$ cat config.mk
export PLATFORM = sky130hd
export DESIGN_NAME = sorted_list_engine
export DESIGN_NICKNAME = d
export VERILOG_FILES = /design/src/rtl/core/sle_pkg.sv /design/src/rtl/core/sle_ram.sv /design/src/rtl/core/sle_dp.sv /design/src/rtl/core/sle_ctrl.sv /design/src/rtl/core/sorted_list_engine.sv
export SDC_FILE = /design/constraint.sdc
export NUM_CORES = 2
export LEC_CHECK = 0
export BUFFER_PORTS_ARGS = -buffer_cell sky130_fd_sc_hd__clkbuf_2
export CAP_MARGIN = 20
export CORE_MARGIN = 3
export CORE_UTILIZATION = 45
export DETAILED_ROUTE_END_ITERATION = 8
export SLEW_MARGIN = 30
export SYNTH_ARGS = -nofsm -noshare
export SYNTH_HDL_FRONTEND = slang
export SYNTH_SLANG_ARGS = --single-unit
$ cat constraint.sdc
create_clock -name clk -period 7 [get_ports clk]
set_clock_uncertainty 0.1 [all_clocks]
set_input_delay 0.7 -clock clk [delete_from_list [all_inputs] [get_ports clk]]
set_output_delay 0.7 -clock clk [all_outputs]
set_load 0.05 [all_outputs]
$ cat src/rtl/core/sle_pkg.sv
// ----------------------------------------------------------------------------
// sle_pkg
// Shared types, widths and codes for the sorted list engine.
// ----------------------------------------------------------------------------
package sle_pkg;

  localparam int CAPACITY    = 32;
  localparam int IDX_W       = (CAPACITY > 1) ? $clog2(CAPACITY) : 1;
  localparam int CNT_W       = $clog2(CAPACITY + 1);
  localparam int DATA_W      = 32;
  localparam int KIND_W      = 3;
  localparam int STATUS_W    = 2;
  localparam int OUT_TDATA_W = ((DATA_W + STATUS_W + 7) / 8) * 8;
  localparam int PAD_W       = OUT_TDATA_W - DATA_W - STATUS_W;

  localparam logic [CNT_W-1:0] CNT_ZERO = '0;
  localparam logic [CNT_W-1:0] CNT_ONE  = CNT_W'(1);
  localparam logic [CNT_W-1:0] CNT_CAP  = CNT_W'(CAPACITY);

  // operation kinds
  localparam logic [KIND_W-1:0] KIND_INSERT = 3'd0;
  localparam logic [KIND_W-1:0] KIND_DELETE = 3'd1;
  localparam logic [KIND_W-1:0] KIND_ALL    = 3'd2;
  localparam logic [KIND_W-1:0] KIND_LEFT   = 3'd3;
  localparam logic [KIND_W-1:0] KIND_RIGHT  = 3'd4;

  // result status codes
  localparam logic [STATUS_W-1:0] ST_OK       = 2'd0;
  localparam logic [STATUS_W-1:0] ST_NOTFOUND = 2'd1;
  localparam logic [STATUS_W-1:0] ST_FULL     = 2'd2;
  localparam logic [STATUS_W-1:0] ST_EMPTY    = 2'd3;

  // pointer update
  localparam logic [2:0] PTR_HOLD = 3'd0;
  localparam logic [2:0] PTR_ZERO = 3'd1;
  localparam logic [2:0] PTR_INC  = 3'd2;
  localparam logic [2:0] PTR_DEC  = 3'd3;
  localparam logic [2:0] PTR_CNT  = 3'd4;

  // found-position update
  localparam logic [1:0] POS_HOLD = 2'd0;
  localparam logic [1:0] POS_PTR  = 2'd1;
  localparam logic [1:0] POS_CNT  = 2'd2;
  localparam logic [1:0] POS_ZERO = 2'd3;

  // memory read address source
  localparam logic [1:0] ADDR_PTR  = 2'd0;
  localparam logic [1:0] ADDR_NEXT = 2'd1;
  localparam logic [1:0] ADDR_PREV = 2'd2;

  typedef struct packed {
    logic                key_ld;
    logic [2:0]          ptr_op;
    logic [1:0]          pos_op;
    logic                n_clr;
    logic                n_inc;
    logic                rd_en;
    logic [1:0]          addr_sel;
    logic                wr_en;
    logic                wr_key;
    logic                cnt_inc;
    logic                cnt_dec;
    logic                out_ld;
    logic                out_zero;
    logic [STATUS_W-1:0] out_status;
    logic                out_last;
  } sle_cmd_t;

  typedef struct packed {
    logic             cnt_zero;
    logic             cnt_full;
    logic             hit_le;
    logic             hit_eq;
    logic             ptr_last;
    logic             ptr_at_pos;
    logic             n_last;
    logic             out_free;
    logic [CNT_W-1:0] cnt;
  } sle_stat_t;

endpackage

$ cat src/rtl/core/sle_ram.sv
// ----------------------------------------------------------------------------
// sle_ram
// Generic single-write, single-read RAM with registered read data.
// ----------------------------------------------------------------------------
module sle_ram #(
  parameter int WIDTH = 32,
  parameter int DEPTH = 32
) (
  input  logic                                           clk,
  input  logic                                           wr_en,
  input  logic [((DEPTH > 1) ? $clog2(DEPTH) : 1)-1:0]   wr_addr,
  input  logic [WIDTH-1:0]                               wr_data,
  input  logic                                           rd_en,
  input  logic [((DEPTH > 1) ? $clog2(DEPTH) : 1)-1:0]   rd_addr,
  output logic [WIDTH-1:0]                               rd_data
);

  logic [WIDTH-1:0] mem [DEPTH];

  always_ff @(posedge clk) begin
    if (wr_en) begin
      mem[wr_addr] <= wr_data;
    end
    // read data holds until the next read
    if (rd_en) begin
      rd_data <= mem[rd_addr];
    end
  end

endmodule

$ cat src/rtl/core/sle_dp.sv
// ----------------------------------------------------------------------------
// sle_dp
// Datapath: entry store, count, pointers, key compare and result register.
// ----------------------------------------------------------------------------
module sle_dp (
  input  logic                            clk,
  input  logic                            rst,
  input  logic [sle_pkg::DATA_W-1:0]      in_value,
  input  sle_pkg::sle_cmd_t               cmd,
  output sle_pkg::sle_stat_t              st,
  input  logic                            out_ready,
  output logic                            out_valid,
  output logic [sle_pkg::DATA_W-1:0]      out_item,
  output logic [sle_pkg::STATUS_W-1:0]    out_status,
  output logic                            out_last
);

  logic [sle_pkg::DATA_W-1:0] key;
  logic [sle_pkg::CNT_W-1:0]  count;
  logic [sle_pkg::CNT_W-1:0]  ptr;
  logic [sle_pkg::CNT_W-1:0]  pos;
  logic [sle_pkg::CNT_W-1:0]  n;
  logic [sle_pkg::CNT_W-1:0]  ptr_nxt;
  logic [sle_pkg::CNT_W-1:0]  ptr_prv;
  logic [sle_pkg::CNT_W-1:0]  rd_ptr;
  logic [sle_pkg::DATA_W-1:0] rd_data;
  logic [sle_pkg::DATA_W-1:0] wr_data;

  // circular neighbours over the live part of the store
  assign ptr_nxt = (ptr + sle_pkg::CNT_ONE == count) ? sle_pkg::CNT_ZERO
                                                     : ptr + sle_pkg::CNT_ONE;
  assign ptr_prv = (ptr == sle_pkg::CNT_ZERO) ? count - sle_pkg::CNT_ONE
                                              : ptr - sle_pkg::CNT_ONE;

  always_comb begin
    case (cmd.addr_sel)
      sle_pkg::ADDR_NEXT: rd_ptr = ptr_nxt;
      sle_pkg::ADDR_PREV: rd_ptr = ptr_prv;
      default:            rd_ptr = ptr;
    endcase
  end

  assign wr_data = cmd.wr_key ? key : rd_data;

  sle_ram #(
    .WIDTH (sle_pkg::DATA_W),
    .DEPTH (sle_pkg::CAPACITY)
  ) u_ram (
    .clk     (clk),
    .wr_en   (cmd.wr_en),
    .wr_addr (ptr[sle_pkg::IDX_W-1:0]),
    .wr_data (wr_data),
    .rd_en   (cmd.rd_en),
    .rd_addr (rd_ptr[sle_pkg::IDX_W-1:0]),
    .rd_data (rd_data)
  );

  always_ff @(posedge clk) begin
    if (cmd.key_ld) begin
      key <= in_value;
    end
    case (cmd.ptr_op)
      sle_pkg::PTR_ZERO: ptr <= sle_pkg::CNT_ZERO;
      sle_pkg::PTR_INC:  ptr <= ptr_nxt;
      sle_pkg::PTR_DEC:  ptr <= ptr_prv;
      sle_pkg::PTR_CNT:  ptr <= count;
      default:           ptr <= ptr;
    endcase
    case (cmd.pos_op)
      sle_pkg::POS_PTR:  pos <= ptr;
      sle_pkg::POS_CNT:  pos <= count;
      sle_pkg::POS_ZERO: pos <= sle_pkg::CNT_ZERO;
      default:           pos <= pos;
    endcase
    if (cmd.n_clr) begin
      n <= sle_pkg::CNT_ZERO;
    end else if (cmd.n_inc) begin
      n <= n + sle_pkg::CNT_ONE;
    end
    if (cmd.out_ld) begin
      out_item   <= cmd.out_zero ? '0 : rd_data;
      out_status <= cmd.out_status;
      out_last   <= cmd.out_last;
    end
  end

  always_ff @(posedge clk) begin
    if (rst) begin
      count     <= sle_pkg::CNT_ZERO;
      out_valid <= 1'b0;
    end else begin
      if (cmd.cnt_inc) begin
        count <= count + sle_pkg::CNT_ONE;
      end else if (cmd.cnt_dec) begin
        count <= count - sle_pkg::CNT_ONE;
      end
      if (cmd.out_ld) begin
        out_valid <= 1'b1;
      end else if (out_ready) begin
        out_valid <= 1'b0;
      end
    end
  end

  assign st.cnt_zero   = (count == sle_pkg::CNT_ZERO);
  assign st.cnt_full   = (count >= sle_pkg::CNT_CAP);
  assign st.hit_le     = ($signed(rd_data) <= $signed(key));
  assign st.hit_eq     = (rd_data == key);
  assign st.ptr_last   = (ptr + sle_pkg::CNT_ONE == count);
  assign st.ptr_at_pos = (ptr == pos);
  assign st.n_last     = (n + sle_pkg::CNT_ONE == count);
  assign st.out_free   = !out_valid || out_ready;
  assign st.cnt        = count;

endmodule

$ cat src/rtl/core/sle_ctrl.sv
// ----------------------------------------------------------------------------
// sle_ctrl
// Controller: sequences scans, shifts and emits over the datapath.
// ----------------------------------------------------------------------------
module sle_ctrl (
  input  logic                          clk,
  input  logic                          rst,
  input  logic                          in_valid,
  input  logic [sle_pkg::KIND_W-1:0]    in_kind,
  output logic                          in_ready,
  input  sle_pkg::sle_stat_t            st,
  output sle_pkg::sle_cmd_t             cmd
);

  localparam logic [3:0] S_IDLE    = 4'd0;
  localparam logic [3:0] S_SCAN_RD = 4'd1;
  localparam logic [3:0] S_SCAN    = 4'd2;
  localparam logic [3:0] S_INS_SH  = 4'd3;
  localparam logic [3:0] S_INS_WR  = 4'd4;
  localparam logic [3:0] S_DEL_RD  = 4'd5;
  localparam logic [3:0] S_DEL_WR  = 4'd6;
  localparam logic [3:0] S_EMIT_RD = 4'd7;
  localparam logic [3:0] S_EMIT_LD = 4'd8;
  localparam logic [3:0] S_RESP    = 4'd9;

  logic [3:0]                     state;
  logic [3:0]                     state_next;
  logic [sle_pkg::KIND_W-1:0]     kind;
  logic [sle_pkg::KIND_W-1:0]     kind_next;
  logic [sle_pkg::STATUS_W-1:0]   resp;
  logic [sle_pkg::STATUS_W-1:0]   resp_next;

  assign in_ready = (state == S_IDLE);

  always_comb begin
    cmd        = '0;
    state_next = state;
    kind_next  = kind;
    resp_next  = resp;
    case (state)
      S_IDLE: begin
        if (in_valid) begin
          cmd.key_ld = 1'b1;
          cmd.n_clr  = 1'b1;
          kind_next  = in_kind;
          case (in_kind)
            sle_pkg::KIND_INSERT: begin
              if (st.cnt_full) begin
                resp_next  = sle_pkg::ST_FULL;
                state_next = S_RESP;
              end else if (st.cnt_zero) begin
                cmd.ptr_op = sle_pkg::PTR_ZERO;
                cmd.pos_op = sle_pkg::POS_ZERO;
                state_next = S_INS_SH;
              end else begin
                cmd.ptr_op = sle_pkg::PTR_ZERO;
                state_next = S_SCAN_RD;
              end
            end
            sle_pkg::KIND_DELETE, sle_pkg::KIND_LEFT, sle_pkg::KIND_RIGHT: begin
              if (st.cnt_zero) begin
                resp_next  = sle_pkg::ST_EMPTY;
                state_next = S_RESP;
              end else begin
                cmd.ptr_op = sle_pkg::PTR_ZERO;
                state_next = S_SCAN_RD;
              end
            end
            sle_pkg::KIND_ALL: begin
              if (st.cnt_zero) begin
                resp_next  = sle_pkg::ST_EMPTY;
                state_next = S_RESP;
              end else begin
                cmd.ptr_op = sle_pkg::PTR_ZERO;
                state_next = S_EMIT_RD;
              end
            end
            default: ;  // unused kinds are dropped
          endcase
        end
      end
      S_SCAN_RD: begin
        cmd.rd_en  = 1'b1;
        state_next = S_SCAN;
      end
      S_SCAN: begin
        // read data holds the entry at ptr
        if (kind == sle_pkg::KIND_INSERT) begin
          if (st.hit_le) begin
            cmd.pos_op = sle_pkg::POS_PTR;
            cmd.ptr_op = sle_pkg::PTR_CNT;
            state_next = S_INS_SH;
          end else if (st.ptr_last) begin
            cmd.pos_op = sle_pkg::POS_CNT;
            cmd.ptr_op = sle_pkg::PTR_CNT;
            state_next = S_INS_SH;
          end else begin
            cmd.ptr_op   = sle_pkg::PTR_INC;
            cmd.rd_en    = 1'b1;
            cmd.addr_sel = sle_pkg::ADDR_NEXT;
          end
        end else begin
          if (st.hit_eq) begin
            state_next = (kind == sle_pkg::KIND_DELETE) ? S_DEL_RD : S_EMIT_LD;
          end else if (st.ptr_last) begin
            resp_next  = sle_pkg::ST_NOTFOUND;
            state_next = S_RESP;
          end else begin
            cmd.ptr_op   = sle_pkg::PTR_INC;
            cmd.rd_en    = 1'b1;
            cmd.addr_sel = sle_pkg::ADDR_NEXT;
          end
        end
      end
      S_INS_SH: begin
        if (st.ptr_at_pos) begin
          cmd.wr_en   = 1'b1;
          cmd.wr_key  = 1'b1;
          cmd.cnt_inc = 1'b1;
          resp_next   = sle_pkg::ST_OK;
          state_next  = S_RESP;
        end else begin
          cmd.rd_en    = 1'b1;
          cmd.addr_sel = sle_pkg::ADDR_PREV;
          state_next   = S_INS_WR;
        end
      end
      S_INS_WR: begin
        cmd.wr_en  = 1'b1;
        cmd.ptr_op = sle_pkg::PTR_DEC;
        state_next = S_INS_SH;
      end
      S_DEL_RD: begin
        if (st.ptr_last) begin
          cmd.cnt_dec = 1'b1;
          resp_next   = sle_pkg::ST_OK;
          state_next  = S_RESP;
        end else begin
          cmd.rd_en    = 1'b1;
          cmd.addr_sel = sle_pkg::ADDR_NEXT;
          state_next   = S_DEL_WR;
        end
      end
      S_DEL_WR: begin
        cmd.wr_en  = 1'b1;
        cmd.ptr_op = sle_pkg::PTR_INC;
        state_next = S_DEL_RD;
      end
      S_EMIT_RD: begin
        cmd.rd_en  = 1'b1;
        state_next = S_EMIT_LD;
      end
      S_EMIT_LD: begin
        if (st.out_free) begin
          cmd.out_ld     = 1'b1;
          cmd.out_status = sle_pkg::ST_OK;
          cmd.out_last   = st.n_last;
          if (st.n_last) begin
            state_next = S_IDLE;
          end else begin
            // fetch the next word while this one goes out
            cmd.n_inc = 1'b1;
            cmd.rd_en = 1'b1;
            if (kind == sle_pkg::KIND_LEFT) begin
              cmd.ptr_op   = sle_pkg::PTR_DEC;
              cmd.addr_sel = sle_pkg::ADDR_PREV;
            end else begin
              cmd.ptr_op   = sle_pkg::PTR_INC;
              cmd.addr_sel = sle_pkg::ADDR_NEXT;
            end
          end
        end
      end
      S_RESP: begin
        if (st.out_free) begin
          cmd.out_ld     = 1'b1;
          cmd.out_zero   = 1'b1;
          cmd.out_status = resp;
          cmd.out_last   = 1'b1;
          state_next     = S_IDLE;
        end
      end
      default: state_next = S_IDLE;
    endcase
  end

  always_ff @(posedge clk) begin
    if (rst) begin
      state <= S_IDLE;
    end else begin
      state <= state_next;
    end
    kind <= kind_next;
    resp <= resp_next;
  end

endmodule

$ cat src/rtl/core/sorted_list_engine.sv
// ----------------------------------------------------------------------------
// sorted_list_engine
// Bounded list of signed words kept largest first, with insert, delete and
// full or circular reads from a key.
// ----------------------------------------------------------------------------
//  channel  | dir | tdata                          | tuser     | tlast
//  s_axis   | in  | value[31:0]                    | kind[2:0] | -
//  m_axis   | out | item[31:0], status[33:32], pad | -         | last
//
//  One command at a time; s_axis_tready is high only when the controller is idle.
//  Insert and delete find their place, then move the entries behind it one
//  by one. Left and right reads scan for the key, full reads start at entry 0;
//  then one word per cycle while m_axis takes them, set by the single read port of
//  the entry RAM.
//  A stalled m_axis holds the pipeline. Reset empties the list at once.
// ----------------------------------------------------------------------------
module sorted_list_engine (
  input  logic                               clk,
  input  logic                               rst,
  input  logic                               s_axis_tvalid,
  output logic                               s_axis_tready,
  input  logic [sle_pkg::DATA_W-1:0]         s_axis_tdata,   // value
  input  logic [sle_pkg::KIND_W-1:0]         s_axis_tuser,   // kind
  output logic                               m_axis_tvalid,
  input  logic                               m_axis_tready,
  output logic [sle_pkg::OUT_TDATA_W-1:0]    m_axis_tdata,   // item, status, zero pad
  output logic                               m_axis_tlast
);

  sle_pkg::sle_cmd_t              cmd;
  sle_pkg::sle_stat_t             st;
  logic [sle_pkg::DATA_W-1:0]     out_item;
  logic [sle_pkg::STATUS_W-1:0]   out_status;

  sle_ctrl u_ctrl (
    .clk      (clk),
    .rst      (rst),
    .in_valid (s_axis_tvalid),
    .in_kind  (s_axis_tuser),
    .in_ready (s_axis_tready),
    .st       (st),
    .cmd      (cmd)
  );

  sle_dp u_dp (
    .clk        (clk),
    .rst        (rst),
    .in_value   (s_axis_tdata),
    .cmd        (cmd),
    .st         (st),
    .out_ready  (m_axis_tready),
    .out_valid  (m_axis_tvalid),
    .out_item   (out_item),
    .out_status (out_status),
    .out_last   (m_axis_tlast)
  );

  assign m_axis_tdata = {{sle_pkg::PAD_W{1'b0}}, out_status, out_item};

`ifndef NO_ASSERTIONS
  a_cnt_bound: assert property (@(posedge clk) disable iff (rst)
    st.cnt <= sle_pkg::CNT_CAP)
    else $error("entry count beyond capacity");

  a_no_ins_full: assert property (@(posedge clk) disable iff (rst)
    cmd.cnt_inc |-> !st.cnt_full)
    else $error("insert committed into a full list");

  a_no_overrun: assert property (@(posedge clk) disable iff (rst)
    cmd.out_ld |-> st.out_free)
    else $error("result register overwritten before it was taken");

  a_idle_no_write: assert property (@(posedge clk) disable iff (rst)
    s_axis_tready |-> !cmd.wr_en && !cmd.cnt_dec)
    else $error("store modified while idle");
`endif

endmodule
==> results.yml <==
timing:
  final-max-slew-violation-count: 0
  finalSetupViolations: 0
  clock.fmax_mhz: 152
  finalHoldViolations: 0
  finalSetupTns_ns: 0
  relSlewSlack_pct: 29.7
  fin_crit_ns: 6.56
  worst_hold_slack_ns: 0.0690
  rsz0062_at_grt: "no"
  worst_pin_slew_ns: 1.05
  fin_crit_sh_pct: 93.7
global_routing:
  antenna_found_initial: 3
  grt_max_degree: 126
  grt_pass1_vias: 29160
  grt_pass1_wl_um: 204000
  overflow: 0
  track_usage_pct: 25.1
placed_design:
  dp_hpwl_um: 80900
  gp_congestion: 0.870
  port_buffers: 75
critical_path:
  cp_cell_sequence: "ha_1, a21o_1, a21oi_1, nor2b_1, o31ai_1, o211ai_1, a221oi_1, mux2i_1, or2_2, o211ai_1, ha_1, inv_1, and3_1, a2111oi_4, buf_4, buf_12, a211oi_1, a31oi_1, o22ai_1, nor3_2"
  slowest_stage: "edfxtp_1"
  r2r_cells: 20
  crit_required_ns: 7.33
  crit_path_max_incr_delay_ns: 0.55
  cp_max_fo: 81
  r2r-end: "u_dp.u_ram.rd_data[4]"
  r2r_start: "u_dp.u_ram.rd_data[5]"
  criticalPathCategory: "reg2reg"
  endpoint_kind: "register"
  start_kind: "register"
  rrSetupSlack_ns: 0.44
  critPathArrivalTime_ns: 6.89
routing:
  drtIter0Drc: 4204
  firstDrtPassIters: 5
  post-route-drc-count: 0
  ant_nets: 0
  wl_per_cell_um: 28.6
  routed_wl_um: 141000
  vias_per_cell: 6.19
  vias: 30572
yosys:
  synth_warnings: 0
  postSynthAreaPerCell_um2: 14.0
  async_flop_share_pct: 0
  postSynthCellCount: 3396
  ys_ff_latch: 1157
  synthesis.area_um2: 47600
  synth_top_flop_cell: "edfxtp_1"
  synth_edf_count: 1140
  synth.distinct_cells: 68
  synth_top_area_share_pct: 71.9
  ys_top_cells_by_area: "edfxtp_1 72%, a211oi_1 5.5%, and3_1 4.6%, nand2_1 3.1%, a31oi_1 2.1%"
  synth_top_area_cell: "edfxtp_1"
  seq_area_frac_synth_pct: 72.6
min_path:
  holdCritStartpoint: "s_axis_tdata[31]"
  holdPathEnd: "u_dp.key[31]"
  hold_path.class: "in2reg"
  hold_path_depth: 1
clock_tree:
  post-cts-setup-buffers: 0
  clk_root_buffer_cell: "clkbuf_16"
  cts_htree_levels: 3
  clockBufferDepth: 3
  cts_tree: "yes"
  cts_made_buffers: 116
  clk_latency_ns: 0.71
  clkTransAtPathRegs_ns: 0.06
  cts.sinks: 1157
floorplanning:
  die_w_um: 331
  die_h_um: 331
  rows: 118
  core-area_um2: 104000
  dieArea_um2: 110000
  start_util_pct: 45.7
  ios: 82
pwr:
  leakage_nw: 18.5
  ir_drop_mv: 0.558
  total_power_mw: 28.6
  p_per_area_nw_per_um2: 527
layout:
  drive_gt1_share_pct: 13.5
  fin_util_pct: 52.1
  nNetsFinal: 3545
  areaGrowthSynthToFinish_pct: 14.2
  fill_cells: 8624
outcome:
  outcome: "finished, final reports clean"
run:
  cap_violations: 0
timing repair:
item,4_1_cts,5_1_grt
hold buffers,0,0
setup endpoints to repair,0,3
gates resized for setup,0,3
power by group:
group	leakage (nW)	internal, mW	switching [mW]
Sequential	10.4	9.15	0.365
Clock	1.75	3.33	2.62
Combinational	6.33	4.16	9.01
synthesized netlist by cell type (14+ instances only):
master / number
o21ai_0: 121
nand2_1: 395
nand3_1: 21
clkbuf_1: 178
nor3_1: 45
dfxtp_1: 17
a211oi_1: 349
o22ai_1: 63
a21o_1: 16
xnor2_1: 31
and3_1: 353
inv_1: 54
a21oi_1: 27
nor2_1: 74
buf_1: 19
mux2i_1: 15
edfxtp_1: 1140
o2111ai_1: 31
buf_2: 69
ha_1: 42
o21ai_1: 14
a31oi_1: 160
and2_1: 36
cell type report:
cell class / count / area [um2] / area share, %
diodes: 1 / 2.50 / 0.00460
clock buffers: 145 / 3090 / 5.68
clock inverters: 68 / 505 / 0.930
inverters: 55 / 206 / 0.380
multi-input cells: 1917 / 12300 / 22.7
flip-flops and latches: 1157 / 34600 / 63.6
well taps: 1380 / 1730 / 3.18
repair buffers: 217 / 1910 / 3.51
metrics by stage:
step	setup WS, ns	cell area (um2)	instances
after floorplan	1.78	47600	3401
after global placement	0.256	50400	4719
after detailed placement	0.167	50700	4725
after CTS	0.136	54300	4938
after global routing	0.134	54400	4940
final	0.439	54400	4940
kinds of logic (layout without fill, tap and decap cells):
kind of cell	count (synthesis)	in the layout	share of synthesized area, %
AO/OA/AOI/OAI	829	829	11.9
XOR/XNOR	43	43	0.820
adder cells (fa/ha/maj)	42	42	1.10
buffers and inverters	327	485	2.81
flip-flops	1157	1157	72.6
multiplexers	20	20	0.481
other	1	7	0.00788
AND/OR/NAND/NOR	977	977	10.3
state kept, by name, summed over array words and instances (netlist names):
signal / cells
u_ctrl.state: 4
u_dp.out_valid: 1
u_dp.pos: 6
u_dp.out_last: 1
u_dp.u_ram.rd_data: 32
u_ctrl.resp: 2
u_dp.n: 6
u_dp.out_status: 2
u_dp.out_item: 32
u_dp.count: 6
u_dp.key: 32
u_ctrl.kind: 3
u_dp.ptr: 6
u_dp.u_ram.mem: 1024
per-layer routing:
layer	up-vias	track usage, %	routed length [um]
li1	13383	-	-
met1	15456	36.1	58900
met2	1482	38.6	64800
met3	251	4.00	12400
met4	0	9.29	5300
met5	-	0	0
worst max-delay path, delay by kind of cell (launching register included):
kind / cells / cell delay (ns)
compound gates: 10 / 2.57
simple gates: 4 / 1.01
fa+ha+maj: 2 / 0.92
buf+inv: 3 / 0.64
flops: 1 / 0.55
mux: 1 / 0.37
how the worst max path moves through the flow:
stage / startpoint / to / depth (start not counted)
2_1_floorplan: u_dp.ptr[0] / u_dp.u_ram.rd_data[10] / 22
3_3_place_gp: u_dp.u_ram.rd_data[5] / u_dp.u_ram.rd_data[4] / 20
3_5_place_dp: u_dp.u_ram.rd_data[5] / u_dp.u_ram.rd_data[4] / 20
4_1_cts: u_dp.u_ram.rd_data[5] / u_dp.u_ram.rd_data[4] / 20
5_1_grt: u_dp.u_ram.rd_data[5] / u_dp.u_ram.rd_data[4] / 20
6_report: u_dp.u_ram.rd_data[5] / u_dp.u_ram.rd_data[4] / 20
placed cells by master (no fill, tap or decap), types with 27 or more instances in the layout:
cell type,instances
ha_1,42
edfxtp_1,1140
clkinv_1,34
a211oi_1,349
clkbuf_16,119
nor2_4,32
clkbuf_2,75
buf_12,31
nor3_1,41
o21ai_0,89
nand2_1,388
buf_4,107
o2111ai_1,31
inv_1,54
o22ai_1,63
nor2_1,42
and2_1,35
a31oi_1,160
and3_1,351
a21oi_1,27
xnor2_1,31
(Power assumes the default switching activity.)
